--- src/rtl/core/lsbp_pkg.sv ---
`timescale 1ns / 1ps

package lsbp_pkg;

  // Link state, as reported in each result beat.
  typedef enum logic [2:0] {
    MODE_IDLE       = 3'd0,
    MODE_CONNECTING = 3'd1,
    MODE_AUTHING    = 3'd2,
    MODE_READY      = 3'd3,
    MODE_BACKOFF    = 3'd4,
    MODE_FAIL       = 3'd5
  } mode_e;

  // Commands issued towards the radio stack.
  typedef enum logic [2:0] {
    CMD_NONE       = 3'd0,
    CMD_CONNECT    = 3'd1,
    CMD_NONCE      = 3'd2,
    CMD_AUTH       = 3'd3,
    CMD_PAIR       = 3'd4,
    CMD_DISCONNECT = 3'd5,
    CMD_POLL       = 3'd6
  } cmd_e;

  // Event codes carried by an input beat.
  typedef enum logic [2:0] {
    ACT_TICK         = 3'd0,
    ACT_CONNECT_DONE = 3'd1,
    ACT_NONCE        = 3'd2,
    ACT_AUTH_WFAIL   = 3'd3,
    ACT_AUTH_RESULT  = 3'd4,
    ACT_NOTIFY       = 3'd5,
    ACT_DISCONNECT   = 3'd6
  } action_e;

  // Authentication result classes.
  typedef enum logic [1:0] {
    AUTH_OK      = 2'd0,
    AUTH_BAD_KEY = 2'd1,
    AUTH_PAIR    = 2'd2,
    AUTH_UNKNOWN = 2'd3
  } auth_e;

  // Configuration register indexes.
  typedef enum logic [1:0] {
    CFG_INITIAL_BACKOFF = 2'd0,
    CFG_MAX_BACKOFF     = 2'd1,
    CFG_NOTIFY_TIMEOUT  = 2'd2
  } cfg_idx_e;

  localparam int unsigned CfgIdxW  = 2;
  localparam int unsigned CfgDataW = 20;

  localparam logic [15:0] InitialBackoffRst = 16'd1000;
  localparam logic [19:0] MaxBackoffRst     = 20'd30000;
  localparam logic [19:0] NotifyTimeoutRst  = 20'd15000;

  typedef struct packed {
    logic [2:0]  action;
    logic [31:0] now_ms;
    logic        ok;
    logic [1:0]  auth_class;
  } in_t;

  typedef struct packed {
    logic [2:0]  command;
    logic [2:0]  poll_slot;
    logic [2:0]  link_state;
    logic [31:0] attempt_count;
    logic [31:0] auth_fail_count;
  } out_t;

  // Commands from the controller to the datapath.
  typedef struct packed {
    logic load;
    logic eval_commit;
    logic scan_start;
    logic scan_next;
    logic scan_commit;
  } ctrl_cmd_t;

  // Status from the datapath to the controller.
  typedef struct packed {
    logic poll_case;
    logic slot_due;
    logic slot_last;
  } dp_status_t;

  // Poll period of each slot; higher slots reuse the low three index bits.
  function automatic logic [18:0] slot_period(input logic [2:0] idx);
    logic [18:0] p;
    unique case (idx)
      3'd0:    p = 19'd1000;
      3'd1:    p = 19'd5000;
      3'd2:    p = 19'd60000;
      3'd3:    p = 19'd300000;
      3'd4:    p = 19'd200;
      3'd5:    p = 19'd60000;
      3'd6:    p = 19'd120000;
      3'd7:    p = 19'd120000;
      default: p = 19'd120000;
    endcase
    return p;
  endfunction

endpackage

--- src/rtl/core/link_supervisor_backoff_poller.sv ---
`timescale 1ns / 1ps
// Channel  | Signals                           | Beat
// ---------+-----------------------------------+------------------------------------
// input    | in_valid_i, in_ready_o, in_data_i | one event: action, now_ms, ok, class
// output   | out_valid_o, out_ready_i,         | one result per event
//          | out_data_o                        |
// config   | cfg_we_i, cfg_idx_i, cfg_data_i   | one register write, no wait
//
// An event is registered at the accepting edge and evaluated in the following
// cycle; a non-polling event has its result registered once the result register
// is free. A tick in ready with no watchdog timeout scans one poll slot per
// cycle through a single period compare, stopping at the first due slot or the
// last slot, and then waits for a free result register. The next event is
// accepted in the cycle after the result is registered, even while that result
// waits to be taken; a further result waits until the output beat is taken.
// Reset clears the control and session state and loads the register defaults.
module link_supervisor_backoff_poller #(
  parameter int unsigned POLL_SLOTS = 8
) (
  input  logic                          clk_i,
  input  logic                          rst_ni,
  input  logic                          in_valid_i,
  output logic                          in_ready_o,
  input  lsbp_pkg::in_t                 in_data_i,
  output logic                          out_valid_o,
  input  logic                          out_ready_i,
  output lsbp_pkg::out_t                out_data_o,
  input  logic                          cfg_we_i,
  input  logic [lsbp_pkg::CfgIdxW-1:0]  cfg_idx_i,
  input  logic [lsbp_pkg::CfgDataW-1:0] cfg_data_i
);
  import lsbp_pkg::*;

  ctrl_cmd_t  cmd;
  dp_status_t status;

  // Sequencer.
  lsbp_ctrl u_ctrl (
    .clk_i       (clk_i),
    .rst_ni      (rst_ni),
    .in_valid_i  (in_valid_i),
    .in_ready_o  (in_ready_o),
    .out_valid_o (out_valid_o),
    .out_ready_i (out_ready_i),
    .status_i    (status),
    .cmd_o       (cmd)
  );

  // Session state, poll timers and result register.
  lsbp_datapath #(
    .POLL_SLOTS (POLL_SLOTS)
  ) u_datapath (
    .clk_i      (clk_i),
    .rst_ni     (rst_ni),
    .cmd_i      (cmd),
    .status_o   (status),
    .in_data_i  (in_data_i),
    .cfg_we_i   (cfg_we_i),
    .cfg_idx_i  (cfg_idx_i),
    .cfg_data_i (cfg_data_i),
    .out_data_o (out_data_o)
  );

endmodule

--- src/rtl/core/lsbp_ctrl.sv ---
`timescale 1ns / 1ps

module lsbp_ctrl (
  input  logic                  clk_i,
  input  logic                  rst_ni,
  input  logic                  in_valid_i,
  output logic                  in_ready_o,
  output logic                  out_valid_o,
  input  logic                  out_ready_i,
  input  lsbp_pkg::dp_status_t  status_i,
  output lsbp_pkg::ctrl_cmd_t   cmd_o
);
  import lsbp_pkg::*;

  typedef enum logic [2:0] {
    ST_WAIT = 3'b001,
    ST_EVAL = 3'b010,
    ST_SCAN = 3'b100
  } ctrl_state_e;

  ctrl_state_e state_q, state_d;
  logic        out_valid_q, out_valid_d;
  logic        out_free;
  logic        commit;

  // The result register may be refilled when empty or being emptied this cycle.
  assign out_free = !out_valid_q || out_ready_i;

  // Sequencer: take a beat, evaluate it, then scan poll slots if needed.
  always_comb begin
    state_d = state_q;
    cmd_o   = '0;
    unique case (state_q)
      ST_WAIT: begin
        if (in_valid_i) begin
          cmd_o.load = 1'b1;
          state_d    = ST_EVAL;
        end
      end
      ST_EVAL: begin
        if (status_i.poll_case) begin
          cmd_o.scan_start = 1'b1;
          state_d          = ST_SCAN;
        end else if (out_free) begin
          cmd_o.eval_commit = 1'b1;
          state_d           = ST_WAIT;
        end
      end
      ST_SCAN: begin
        if (status_i.slot_due || status_i.slot_last) begin
          if (out_free) begin
            cmd_o.scan_commit = 1'b1;
            state_d           = ST_WAIT;
          end
        end else begin
          cmd_o.scan_next = 1'b1;
        end
      end
      default: state_d = ST_WAIT;
    endcase
  end

  assign commit     = cmd_o.eval_commit || cmd_o.scan_commit;
  assign in_ready_o = (state_q == ST_WAIT);

  // Result valid flag: set on commit, cleared when the beat is taken.
  always_comb begin
    out_valid_d = out_valid_q;
    if (commit) begin
      out_valid_d = 1'b1;
    end else if (out_ready_i) begin
      out_valid_d = 1'b0;
    end
  end

  always_ff @(posedge clk_i or negedge rst_ni) begin
    if (!rst_ni) begin
      state_q     <= ST_WAIT;
      out_valid_q <= 1'b0;
    end else begin
      state_q     <= state_d;
      out_valid_q <= out_valid_d;
    end
  end

  assign out_valid_o = out_valid_q;

  // A result is never written over one that is still waiting.
  a_no_overwrite: assert property (@(posedge clk_i) disable iff (!rst_ni)
    commit |-> (!out_valid_q || out_ready_i))
    else $error("result committed over a pending beat");

  // A new result beat only appears after a commit.
  a_valid_from_commit: assert property (@(posedge clk_i) disable iff (!rst_ni)
    $rose(out_valid_q) |-> $past(commit))
    else $error("result valid without commit");

  // An accepted beat is evaluated in the following cycle.
  a_accept_to_eval: assert property (@(posedge clk_i) disable iff (!rst_ni)
    (in_valid_i && in_ready_o) |=> (state_q == ST_EVAL))
    else $error("accepted beat not evaluated");

  // The scan never steps past a due slot or the last slot.
  a_scan_bound: assert property (@(posedge clk_i) disable iff (!rst_ni)
    cmd_o.scan_next |-> (!status_i.slot_last && !status_i.slot_due))
    else $error("poll scan overran");

endmodule

--- src/rtl/core/lsbp_datapath.sv ---
`timescale 1ns / 1ps

module lsbp_datapath #(
  parameter int unsigned POLL_SLOTS = 8
) (
  input  logic                          clk_i,
  input  logic                          rst_ni,
  input  lsbp_pkg::ctrl_cmd_t           cmd_i,
  output lsbp_pkg::dp_status_t          status_o,
  input  lsbp_pkg::in_t                 in_data_i,
  input  logic                          cfg_we_i,
  input  logic [lsbp_pkg::CfgIdxW-1:0]  cfg_idx_i,
  input  logic [lsbp_pkg::CfgDataW-1:0] cfg_data_i,
  output lsbp_pkg::out_t                out_data_o
);
  import lsbp_pkg::*;

  localparam int unsigned SlotW = (POLL_SLOTS > 1) ? $clog2(POLL_SLOTS) : 1;

  // Configuration registers.
  logic [15:0] init_q;
  logic [19:0] max_q;
  logic [19:0] tmo_q;

  // Session state.
  mode_e       mode_q, mode_d;
  logic [19:0] delay_q, delay_d;
  logic [31:0] deadline_q, deadline_d;
  logic [31:0] last_q, last_d;
  logic        armed_q, armed_d;
  logic [31:0] attempts_q, attempts_d;
  logic [31:0] fails_q, fails_d;
  logic [31:0] plt_q [POLL_SLOTS];

  // Held beat, scan index and result register.
  in_t              in_q;
  logic [SlotW-1:0] cnt_q;
  out_t             out_q;

  // Working values.
  logic [31:0]      now;
  logic [31:0]      since_notify;
  logic             wd_fire;
  logic [31:0]      bo_deadline;
  logic [20:0]      dbl;
  logic [19:0]      bo_delay;
  logic [2:0]       ev_cmd;
  logic [SlotW+2:0] cnt_ext;
  logic [2:0]       slot3;
  logic [31:0]      since_poll;

  assign now = in_q.now_ms;

  // Configuration writes; unknown indexes are dropped.
  always_ff @(posedge clk_i or negedge rst_ni) begin
    if (!rst_ni) begin
      init_q <= InitialBackoffRst;
      max_q  <= MaxBackoffRst;
      tmo_q  <= NotifyTimeoutRst;
    end else if (cfg_we_i) begin
      unique case (cfg_idx_i)
        CFG_INITIAL_BACKOFF: init_q <= cfg_data_i[15:0];
        CFG_MAX_BACKOFF:     max_q  <= cfg_data_i;
        CFG_NOTIFY_TIMEOUT:  tmo_q  <= cfg_data_i;
        default:             ;
      endcase
    end
  end

  // Watchdog and backoff arithmetic.
  assign since_notify = now - last_q;
  assign wd_fire      = armed_q && (since_notify > {12'd0, tmo_q});
  assign bo_deadline  = now + {12'd0, delay_q};
  assign dbl          = {delay_q, 1'b0};
  assign bo_delay     = (dbl > {1'b0, max_q}) ? max_q : dbl[19:0];

  // Event evaluation for everything except the poll scan.
  always_comb begin
    mode_d     = mode_q;
    delay_d    = delay_q;
    deadline_d = deadline_q;
    last_d     = last_q;
    armed_d    = armed_q;
    attempts_d = attempts_q;
    fails_d    = fails_q;
    ev_cmd     = CMD_NONE;

    if (in_q.action == ACT_NONCE || in_q.action == ACT_AUTH_RESULT ||
        in_q.action == ACT_NOTIFY) begin
      last_d  = now;
      armed_d = 1'b1;
    end

    unique case (action_e'(in_q.action))
      ACT_TICK: begin
        if (mode_q == MODE_BACKOFF) begin
          if (now >= deadline_q) begin
            mode_d = MODE_IDLE;
          end
        end else if (mode_q == MODE_IDLE) begin
          attempts_d = attempts_q + 32'd1;
          mode_d     = MODE_CONNECTING;
          ev_cmd     = CMD_CONNECT;
        end else if (mode_q == MODE_READY && wd_fire) begin
          ev_cmd     = CMD_DISCONNECT;
          deadline_d = bo_deadline;
          delay_d    = bo_delay;
          mode_d     = MODE_BACKOFF;
        end
      end
      ACT_CONNECT_DONE: begin
        if (mode_q == MODE_CONNECTING) begin
          if (in_q.ok) begin
            mode_d = MODE_AUTHING;
            ev_cmd = CMD_NONCE;
          end else begin
            deadline_d = bo_deadline;
            delay_d    = bo_delay;
            mode_d     = MODE_BACKOFF;
          end
        end
      end
      ACT_NONCE: begin
        if (mode_q == MODE_AUTHING && in_q.ok) begin
          ev_cmd = CMD_AUTH;
        end
      end
      ACT_AUTH_WFAIL: begin
        if (mode_q == MODE_AUTHING) begin
          deadline_d = bo_deadline;
          delay_d    = bo_delay;
          mode_d     = MODE_BACKOFF;
        end
      end
      ACT_AUTH_RESULT: begin
        if (mode_q == MODE_AUTHING) begin
          unique case (auth_e'(in_q.auth_class))
            AUTH_OK: begin
              mode_d     = MODE_READY;
              delay_d    = {4'd0, init_q};
              deadline_d = '0;
            end
            AUTH_BAD_KEY: begin
              fails_d = fails_q + 32'd1;
              mode_d  = MODE_FAIL;
            end
            AUTH_PAIR: ev_cmd = CMD_PAIR;
            default: begin
              fails_d    = fails_q + 32'd1;
              deadline_d = bo_deadline;
              delay_d    = bo_delay;
              mode_d     = MODE_BACKOFF;
            end
          endcase
        end
      end
      ACT_DISCONNECT: begin
        if (mode_q == MODE_CONNECTING || mode_q == MODE_AUTHING ||
            mode_q == MODE_READY) begin
          deadline_d = bo_deadline;
          delay_d    = bo_delay;
          mode_d     = MODE_BACKOFF;
        end
      end
      default: ;
    endcase
  end

  // Poll slot under test in the scan.
  assign cnt_ext    = {3'd0, cnt_q};
  assign slot3      = cnt_ext[2:0];
  assign since_poll = now - plt_q[cnt_q];

  assign status_o.poll_case = (in_q.action == ACT_TICK) && (mode_q == MODE_READY) &&
                              !wd_fire;
  assign status_o.slot_due  = since_poll >= {13'd0, slot_period(slot3)};
  assign status_o.slot_last = (cnt_q == SlotW'(POLL_SLOTS - 1));

  // Session state registers.
  always_ff @(posedge clk_i or negedge rst_ni) begin
    if (!rst_ni) begin
      mode_q     <= MODE_IDLE;
      delay_q    <= {4'd0, InitialBackoffRst};
      deadline_q <= '0;
      last_q     <= '0;
      armed_q    <= 1'b0;
      attempts_q <= '0;
      fails_q    <= '0;
    end else if (cmd_i.eval_commit) begin
      mode_q     <= mode_d;
      delay_q    <= delay_d;
      deadline_q <= deadline_d;
      last_q     <= last_d;
      armed_q    <= armed_d;
      attempts_q <= attempts_d;
      fails_q    <= fails_d;
    end
  end

  // Poll timestamps; a due slot records the current time.
  always_ff @(posedge clk_i or negedge rst_ni) begin
    if (!rst_ni) begin
      for (int i = 0; i < int'(POLL_SLOTS); i++) begin
        plt_q[i] <= '0;
      end
    end else if (cmd_i.scan_commit && status_o.slot_due) begin
      plt_q[cnt_q] <= now;
    end
  end

  // Scan index.
  always_ff @(posedge clk_i or negedge rst_ni) begin
    if (!rst_ni) begin
      cnt_q <= '0;
    end else if (cmd_i.scan_start) begin
      cnt_q <= '0;
    end else if (cmd_i.scan_next) begin
      cnt_q <= cnt_q + SlotW'(1);
    end
  end

  // Input beat holding register.
  always_ff @(posedge clk_i) begin
    if (cmd_i.load) begin
      in_q <= in_data_i;
    end
  end

  // Result register.
  always_ff @(posedge clk_i) begin
    if (cmd_i.eval_commit) begin
      out_q.command         <= ev_cmd;
      out_q.poll_slot       <= 3'd0;
      out_q.link_state      <= mode_d;
      out_q.attempt_count   <= attempts_d;
      out_q.auth_fail_count <= fails_d;
    end else if (cmd_i.scan_commit) begin
      out_q.command         <= status_o.slot_due ? CMD_POLL : CMD_NONE;
      out_q.poll_slot       <= status_o.slot_due ? slot3 : 3'd0;
      out_q.link_state      <= mode_q;
      out_q.attempt_count   <= attempts_q;
      out_q.auth_fail_count <= fails_q;
    end
  end

  assign out_data_o = out_q;

endmodule
--- config.mk ---
export PLATFORM = sky130hd
export DESIGN_NAME = link_supervisor_backoff_poller
export DESIGN_NICKNAME = d
export VERILOG_FILES = /design/src/rtl/core/lsbp_pkg.sv /design/src/rtl/core/link_supervisor_backoff_poller.sv /design/src/rtl/core/lsbp_ctrl.sv /design/src/rtl/core/lsbp_datapath.sv
export SDC_FILE = /design/constraint.sdc
export NUM_CORES = 1
export LEC_CHECK = 0
export BUFFER_PORTS_ARGS = -buffer_cell sky130_fd_sc_hd__buf_2
export CAP_MARGIN = 20
export CORE_AREA = 2 2 196 274
export DETAILED_ROUTE_END_ITERATION = 12
export DIE_AREA = 0 0 198 276
export GPL_TIMING_DRIVEN = 0
export PLACE_DENSITY_LB_ADDON = 0.05
export SYNTH_ARGS = -nofsm -noshare
export SYNTH_HDL_FRONTEND = slang
export SYNTH_SLANG_ARGS = --single-unit
--- constraint.sdc ---
create_clock -name clk_i -period 8.8 [get_ports clk_i]
set_input_delay 1.76 -clock clk_i [delete_from_list [all_inputs] [get_ports clk_i]]
set_output_delay 1.76 -clock clk_i [all_outputs]
set_load 0.05 [all_outputs]
==> flow_metrics.env, run 1 <==
export IMPL_chipWidth_um=198
export IMPL_layout_nets=3369
export IMPL_critical_path_reg2reg_startpoint="u_datapath.cnt_q[0]$_DFFE_PN0P_"
export IMPL_ctsHtreeMaxLevel=2
export IMPL_synth_yosys_warnings=0
export IMPL_clk_transition_reported_paths_ps=60
export IMPL_timing_max_transition_violations_final=0
export IMPL_yosys_register_bits=582
export IMPL_pre_cts_slack_ps=30.56
export IMPL_dr_pass1_iters=5
export IMPL_drt_first_iter_violations=1597
export IMPL_synth_cell_types=91
export IMPL_crit_start="u_datapath.cnt_q[0]$_DFFE_PN0P_"
export IMPL_cp_common_cell="a21oi_1"
export IMPL_postCtsSetupRepairBufs=0
export IMPL_hold_viol=0
export IMPL_synthesis_area_um2=32560
export IMPL_vdd_ir_drop_max_mv=0.2034
export IMPL_clkPwrFrac_pct=28.5
export IMPL_critical_path_arrival_ps=8530
export IMPL_finalPower_uw=8726
export IMPL_final_min_clock_period_ps=8290
export IMPL_postCtsResizedCells=0
export IMPL_area_growth_pct=11.21
export IMPL_share_of_the_yosys_chip_area_belonging_to_registers_pct=46.45
export IMPL_wl_um=91680
export IMPL_async_flop_share_pct=80.93
export IMPL_hold_path_startpoint="u_datapath.deadline_q[15]$_DFFE_PN0P_"
export IMPL_vias=24590
export IMPL_sw_frac_of_total_pct=35.16
export IMPL_io_buffers=139
export IMPL_io_pins=140
export IMPL_timing_final_setup_violations=0
export IMPL_setup_worst_path_start_class="register"
export IMPL_via_per_inst=6.344
export IMPL_max_cap_viols=0
export IMPL_slowest_stage="buf_1"
export IMPL_insertion_delay_ps=630
export IMPL_syn_instance_count=2917
export IMPL_maximum_number_of_pins_on_one_net_before_global_route_repair=128
export IMPL_core_area_um2=52150
export IMPL_fillCellCount=3946
export IMPL_period_share_pct=94.20
export IMPL_static_leakage_power_uw=0.01654
export IMPL_power_per_cell_area_nw_per_um2=241.0
export IMPL_drc=0
export IMPL_worst_path_max_fanout=70
export IMPL_grt_first_pass_wirelength_um=142500
export IMPL_postRouteAntennaNets=0
export IMPL_maxSlewHeadroom_pct=21.09
export IMPL_hold_path_class="reg -> reg"
export IMPL_fin_tns_setup_ps=0
export IMPL_rsz0062_at_grt="no"
export IMPL_final_hold_worst_slack_ps=474.8
export IMPL_via_count_of_the_first_global_routing_pass=25679
export IMPL_synth_edf_count=108
export IMPL_rows=99
export IMPL_max_clock_path_buffers=3
export IMPL_routabilityCongestion=0.9496
export IMPL_final_core_util_pct=69.44
export IMPL_worst_path_largest_cell_delay_ps=800
export IMPL_skew_ps=26.61
export IMPL_cts_hold_repair_buffers=0
export IMPL_synthesis_area_per_instance_um2=11.16
export IMPL_seq_power_share_pct=37.9
export IMPL_gr_total_overflow=0
export IMPL_floorplan_initialDensity_pct=62.43
export IMPL_p_int_uw=5658
export IMPL_tritoncts="done"
export IMPL_post_dp_hpwl_um=67160
export IMPL_cp_endpoint_kind="register"
export IMPL_critical_path_type="reg -> reg"
export IMPL_n_antenna_cell=0
export IMPL_clock_root_buffer="clkbuf_16"
export IMPL_timing_fmax_ghz=0.1206
export IMPL_clkSinkCount=582
export IMPL_grt_antenna_before_repair=0
export IMPL_grt_use_total_pct=34.02
export IMPL_floorplan_die_height_um=276
export IMPL_crit_chain="clkbuf_1 > clkbuf_2 > buf_1 > mux4_2 > mux2i_1 > ha_1 > a21oi_1 > o21ai_0 > a21oi_1 > o2111ai_1 > a211oi_1 > o21ai_0 > xnor2_1 > nand4_1 > nor4_4 > a21oi_1 > buf_2 > buf_2 > nor2_2 > inv_6"
export IMPL_floorplan_die_area_um2=54650
export IMPL_p_comb_share_pct=33.6
export IMPL_outcome="finished clean"
export IMPL_routed_wl_per_cell_um=23.65
export IMPL_fraction_of_final_layout_cells_sized_beyond_drive_strength_1_pct=19.15
export IMPL_netSwitchingPower_uw=3068
export IMPL_synth_fp_nets=3165
export IMPL_critPathRequiredTime_ps=9040
export IMPL_cts_buffers=57
export IMPL_timing_worst_slew_pin_value_ps=1184
export IMPL_layout_setup_ws_ps=510.4
export IMPL_synth_ff_type="dfrtp_1"
layout make-up:
type | count | area [um^2] | area share [%]
Clock inverter | 14 | 132.6 | 0.3663
Sequential cell | 582 | 15120 | 41.77
Tap cell | 707 | 884.6 | 2.443
Multi-Input combinational cell | 2047 | 16200 | 44.75
Buffer | 146 | 710.7 | 1.963
Clock buffer | 93 | 1767 | 4.879
Timing Repair Buffer | 145 | 850.8 | 2.350
Inverter | 142 | 538.0 | 1.486
flip-flops by register name, summed over array words and instances (netlist names), 16 cells and up:
name / count
u_datapath.delay_q: 20
u_datapath.now: 32
u_datapath.last_q: 32
u_datapath.deadline_q: 32
u_datapath.fails_q: 32
u_datapath.tmo_q: 20
u_datapath.attempts_q: 32
u_datapath.max_q: 20
u_datapath.plt_q: 256
u_datapath.out_data_o: 73
u_datapath.init_q: 16
cells in the mapped netlist, types with 9 or more instances:
cell type,n,share of area [%]
nor2_1,169,1.9
buf_6,13,0.45
nand4_1,38,0.73
nor2b_1,50,0.96
a21o_1,64,1.5
mux2_1,30,1.0
a22o_1,134,3.6
mux4_2,64,4.4
mux2_4,30,1.4
o21ai_1,54,0.83
and2_1,12,0.23
dfstp_2,27,2.2
nand2_1,206,2.4
o211ai_1,10,0.23
edfxtp_1,108,10
xnor2_1,81,2.2
mux2i_1,51,1.6
dfrtp_1,444,34
or2_2,11,0.21
inv_1,139,1.6
buf_1,11,0.13
a211oi_1,29,0.67
o41ai_1,10,0.27
or3_1,16,0.31
a21oi_1,125,1.9
and3_1,32,0.61
buf_2,26,0.40
o21a_1,17,0.39
nand2b_1,23,0.44
o21ai_0,129,2.0
clkbuf_1,88,1.0
o21bai_1,9,0.21
a31oi_1,24,0.46
nor3_1,38,0.58
xor2_1,46,1.2
o31ai_1,29,0.67
nand3_1,54,0.83
ha_1,180,6.9
mux2_2,168,5.8
per-layer routing:
layer / up-vias / global-route usage [%] / part of all wire (%)
met4: 0 / 20.19 / 6.5
met2: 916 / 61.43 / 52
met3: 287 / 4.818 / 5.3
met1: 12231 / 37.78 / 36
li1: 11156 / - / -
met5: - / 0 / 0
stage by stage:
| stage | instance area (um^2) | std cells |
|---|---|---|
| 2_1_floorplan | 32560 | 2917 |
| 3_3_place_gp | 34140 | 3763 |
| 3_5_place_dp | 34310 | 3769 |
| 4_1_cts | 36200 | 3876 |
| 5_1_grt | 36210 | 3876 |
| 6_report | 36210 | 3876 |
cell families after synthesis:
| family | after synthesis | share of synthesized area [%] |
|---|---|---|
| buf+inv | 288 | 3.812 |
| xor+xnor | 127 | 3.416 |
| fa+ha+maj | 183 | 7.102 |
| compound gates | 705 | 14.78 |
| mux | 343 | 14.23 |
| simple gates | 689 | 10.21 |
| flops | 582 | 46.45 |
worst max-delay path: cells and delay by family (launching register included):
family	cells	cell delay (ps)
DFF	1	390
AOI/OAI and AO/OA	7	2840
xor gates and xnor gates	1	180
adders and majority gates	1	340
buffers and inverters	6	3010
muxes	2	750
and+or+nand+nor	3	370
worst paths after layout:
check                                                              to  slack (ps)  depth (start not counted)
worst max-delay path              u_datapath.out_data_o[22]$_DFFE_PP_         510                         20
max in group asynchronous           u_datapath.plt_q[115]$_DFFE_PN0P_        6390                          3
worst max register to register    u_datapath.out_data_o[22]$_DFFE_PP_         510                         20
worst min-delay path            u_datapath.deadline_q[15]$_DFFE_PN0P_         470                          2
min in group asynchronous          u_datapath.fails_q[25]$_DFFE_PN0P_        1020                          1
worst min register to register  u_datapath.deadline_q[15]$_DFFE_PN0P_         470                          2
power by group through the flow:
stage	clock (uW)	combinational (uW)	sequential, uW
floorplan	0	2060	3310
global placement	0	2760	3340
detailed placement	0	2880	3350
CTS	2520	2900	3300
global route	2640	3250	3340
finish	2490	2930	3310
cell usage in the layout, fill, tap and decap left out, types with 23 or more instances in the layout:
cell type	Yosys	layout
edfxtp_1	108	108
dfstp_2	27	27
mux2_4	30	30
mux2_2	168	168
nand4_1	38	38
dfrtp_1	444	444
a21oi_1	125	125
buf_2	26	164
a22o_1	134	134
nor2_1	169	169
xor2_1	46	46
nor3_1	38	38
a31oi_1	24	24
nand2b_1	23	23
o21ai_0	129	129
o21ai_1	54	53
nand2_1	206	206
mux4_2	64	64
inv_1	139	137
a211oi_1	29	29
mux2_1	30	30
xnor2_1	81	81
clkbuf_1	88	108
nand3_1	54	54
mux2i_1	51	51
a21o_1	64	64
o31ai_1	29	29
clkbuf_16	0	61
and3_1	32	32
ha_1	180	180
nor2b_1	50	50
(Power assumes the default switching activity.)
==> inputs of run 2 (changes only) <==
--- a/config.mk
+++ b/config.mk
@@ -7,9 +7,10 @@
 export LEC_CHECK = 0
 export BUFFER_PORTS_ARGS = -buffer_cell sky130_fd_sc_hd__buf_2
 export CAP_MARGIN = 20
-export CORE_AREA = 2 2 196 274
+export CORE_AREA = 2 2 261 366
+export CTS_BUF_LIST = sky130_fd_sc_hd__clkbuf_16
 export DETAILED_ROUTE_END_ITERATION = 12
-export DIE_AREA = 0 0 198 276
+export DIE_AREA = 0 0 263 368
 export GPL_TIMING_DRIVEN = 0
 export PLACE_DENSITY_LB_ADDON = 0.05
 export SYNTH_ARGS = -nofsm -noshare
==> run 2 against run 1 <==
Effect of this change: combinational power about the same; first-iteration DRC count decreased by 19%; highest routed layer unchanged; non-clock buffer count increased by 9.
==> flow_metrics.env, run 2 (same netlist as run 1, synthesis figures left out) <==
export IMPL_layoutNonFillerInstCount=4404
export IMPL_grt_use_total_pct=21.88
export IMPL_cts_buffers=67
export IMPL_grt_first_pass_wirelength_um=160000
export IMPL_setup_worst_path_start_class="register"
export IMPL_grt_antenna_before_repair=0
export IMPL_final_cell_mix="dfrtp_1, nand2_1, ha_1"
export IMPL_drt_first_iter_violations=1300
export IMPL_critical_path_type="reg -> reg"
export IMPL_drc=0
export IMPL_maximum_number_of_pins_on_one_net_before_global_route_repair=109
export IMPL_floorplan_die_area_um2=96780
export IMPL_postPlaceCellArea_um2=35040
export IMPL_insertion_delay_ps=640
export IMPL_clkSinkCount=582
export IMPL_maxSlewHeadroom_pct=18.89
export IMPL_wl_um=104900
export IMPL_worst_path_largest_cell_delay_ps=690
export IMPL_timing_max_transition_violations_final=0
export IMPL_post_route_cell_area_um2=37140
export IMPL_critical_path_arrival_ps=8610
export IMPL_layout_cells_most_common="dfrtp_1"
export IMPL_core_area_um2=93520
export IMPL_final_min_clock_period_ps=8320
export IMPL_vias=24066
export IMPL_area_growth_pct=14.08
export IMPL_worst_path_max_fanout=66
export IMPL_routabilityCongestion=0.8896
export IMPL_dr_pass1_iters=5
export IMPL_cts_hold_repair_buffers=0
export IMPL_period_share_pct=94.54
export IMPL_ctsHtreeMaxLevel=3
export IMPL_regToRegSetupSlack_ps=480
export IMPL_outcome="finished clean"
export IMPL_io_pins=140
export IMPL_tritoncts="done"
export IMPL_critical_path_reg2reg_startpoint="u_datapath.cnt_q[1]$_DFFE_PN0P_"
export IMPL_layout_nets=3388
export IMPL_slowest_stage="clkbuf_1"
export IMPL_largest_register_ff_count=256
export IMPL_power_per_cell_area_nw_per_um2=241.3
export IMPL_rows=133
export IMPL_routed_wl_per_cell_um=23.83
export IMPL_pre_cts_slack_ps=154.5
export IMPL_static_leakage_power_uw=0.01676
export IMPL_skew_ps=31.22
export IMPL_layout_setup_ws_ps=480.3
export IMPL_numPlacedInstances=4283
export IMPL_floorplan_initialDensity_pct=34.81
export IMPL_multi_input_area_um2=16200
export IMPL_min_path_cells=2
export IMPL_gr_total_overflow=0
export IMPL_final_core_util_pct=39.72
export IMPL_clock_root_buffer="clkbuf_16"
export IMPL_ff_latch_area_um2=15120
export IMPL_via_count_of_the_first_global_routing_pass=25599
export IMPL_fillCellCount=9120
export IMPL_rsz0062_at_grt="no"
export IMPL_timing_worst_slew_pin_value_ps=1217
export IMPL_floorplan_die_height_um=368
export IMPL_hold_path_startpoint="u_datapath.deadline_q[15]$_DFFE_PN0P_"
export IMPL_postCtsSetupRepairBufs=0
export IMPL_critPathRequiredTime_ps=9090
export IMPL_postRouteAntennaNets=0
export IMPL_fin_tns_setup_ps=0
export IMPL_critical_path_reg2reg_endpoint="u_datapath.out_data_o[62]$_DFFE_PP_"
export IMPL_max_cap_viols=0
export IMPL_via_per_inst=5.465
export IMPL_clk_transition_reported_paths_ps=60
export IMPL_hold_path_class="reg -> reg"
export IMPL_io_buffers=139
export IMPL_max_clock_path_buffers=3
export IMPL_timing_final_setup_violations=0
export IMPL_chipWidth_um=263
export IMPL_registers_top_by_ff_count="u_datapath.plt_q"
export IMPL_vdd_ir_drop_max_mv=0.1808
export IMPL_fraction_of_final_layout_cells_sized_beyond_drive_strength_1_pct=19.44
export IMPL_hold_viol=0
export IMPL_n_antenna_cell=0
export IMPL_post_dp_hpwl_um=78570
export IMPL_worst_r2r_path_depth=27
export IMPL_worst_hold_path_ep="u_datapath.deadline_q[15]$_DFFE_PN0P_"
export IMPL_timing_fmax_ghz=0.1202
export IMPL_cp_endpoint_kind="register"
run 2: cell count changes in the layout (fill, tap and decap cells not counted), moves of 7 or more:
cell,previous run,this run
clkinv_1,2,11
clkinv_2,8,15
clkbuf_1,108,88
clkbuf_16,61,69
inv_1,137,153
clkbuf_8,12,0
run 2: worst max path at each step:
stage	start	to	cells after the start	slack, ps
global placement	rst_ni	u_datapath.last_q[13]$_DFFE_PN0P_	1	-4180
detailed placement	u_datapath.cnt_q[0]$_DFFE_PN0P_	u_datapath.out_data_o[62]$_DFFE_PP_	23	150
floorplan	u_datapath.cnt_q[0]$_DFFE_PN0P_	u_datapath.out_data_o[0]$_DFFE_PP_	26	1210
CTS	u_datapath.cnt_q[0]$_DFFE_PN0P_	u_datapath.out_data_o[33]$_DFFE_PP_	26	110
global route	u_datapath.cnt_q[1]$_DFFE_PN0P_	u_datapath.out_data_o[62]$_DFFE_PP_	27	10
finish	u_datapath.cnt_q[1]$_DFFE_PN0P_	u_datapath.out_data_o[62]$_DFFE_PP_	27	480
run 2: cell type report:
| type | count | area share (%) |
|---|---|---|
| Buffer | 146 | 1.910 |
| Clock buffer | 69 | 4.649 |
| Clock inverter | 49 | 0.8893 |
| Inverter | 142 | 1.442 |
| Multi-Input combinational cell | 2047 | 43.61 |
| Sequential cell | 582 | 40.72 |
| Tap cell | 1215 | 4.093 |
| Timing Repair Buffer | 154 | 2.692 |
run 2: per-stage QoR:
step / hold WS (ps) / power, uW
3_3_place_gp: 454.6 / 6235
6_report: 474.9 / 8964
3_5_place_dp: 468.0 / 6308
4_1_cts: 481.8 / 9085
2_1_floorplan: 442.1 / 5369
5_1_grt: 492.2 / 9567
run 2: power breakdown:
part           leakage [uW]  switching [uW]  internal, uW
sequential          0.00716             256          3060
clock               0.00108            1180          1540
combinational       0.00852            1770          1160
run 2: what timing repair did:
action | CTS | global route
endpoints found under the hold margin | 0 | 0
setup endpoints to repair | 0 | 70
resized for setup | 0 | 2
run 2: layer usage:
layer	GRT usage, %	vias to the layer above	routed length (um)
met5	0	-	0
met4	11.42	0	5354
met3	2.388	191	3121
met2	41.11	524	55840
met1	24.13	12134	40610
li1	-	11217	-
run 2: critical path, delay by kind of cell (launching register included):
family | cells | cell delay, ps
AOI/OAI and AO/OA | 9 | 2210
xor gates and xnor gates | 1 | 90
adders and majority gates | 2 | 570
buffers and inverters | 8 | 3230
DFF | 1 | 450
muxes | 2 | 600
and+or+nand+nor | 5 | 790
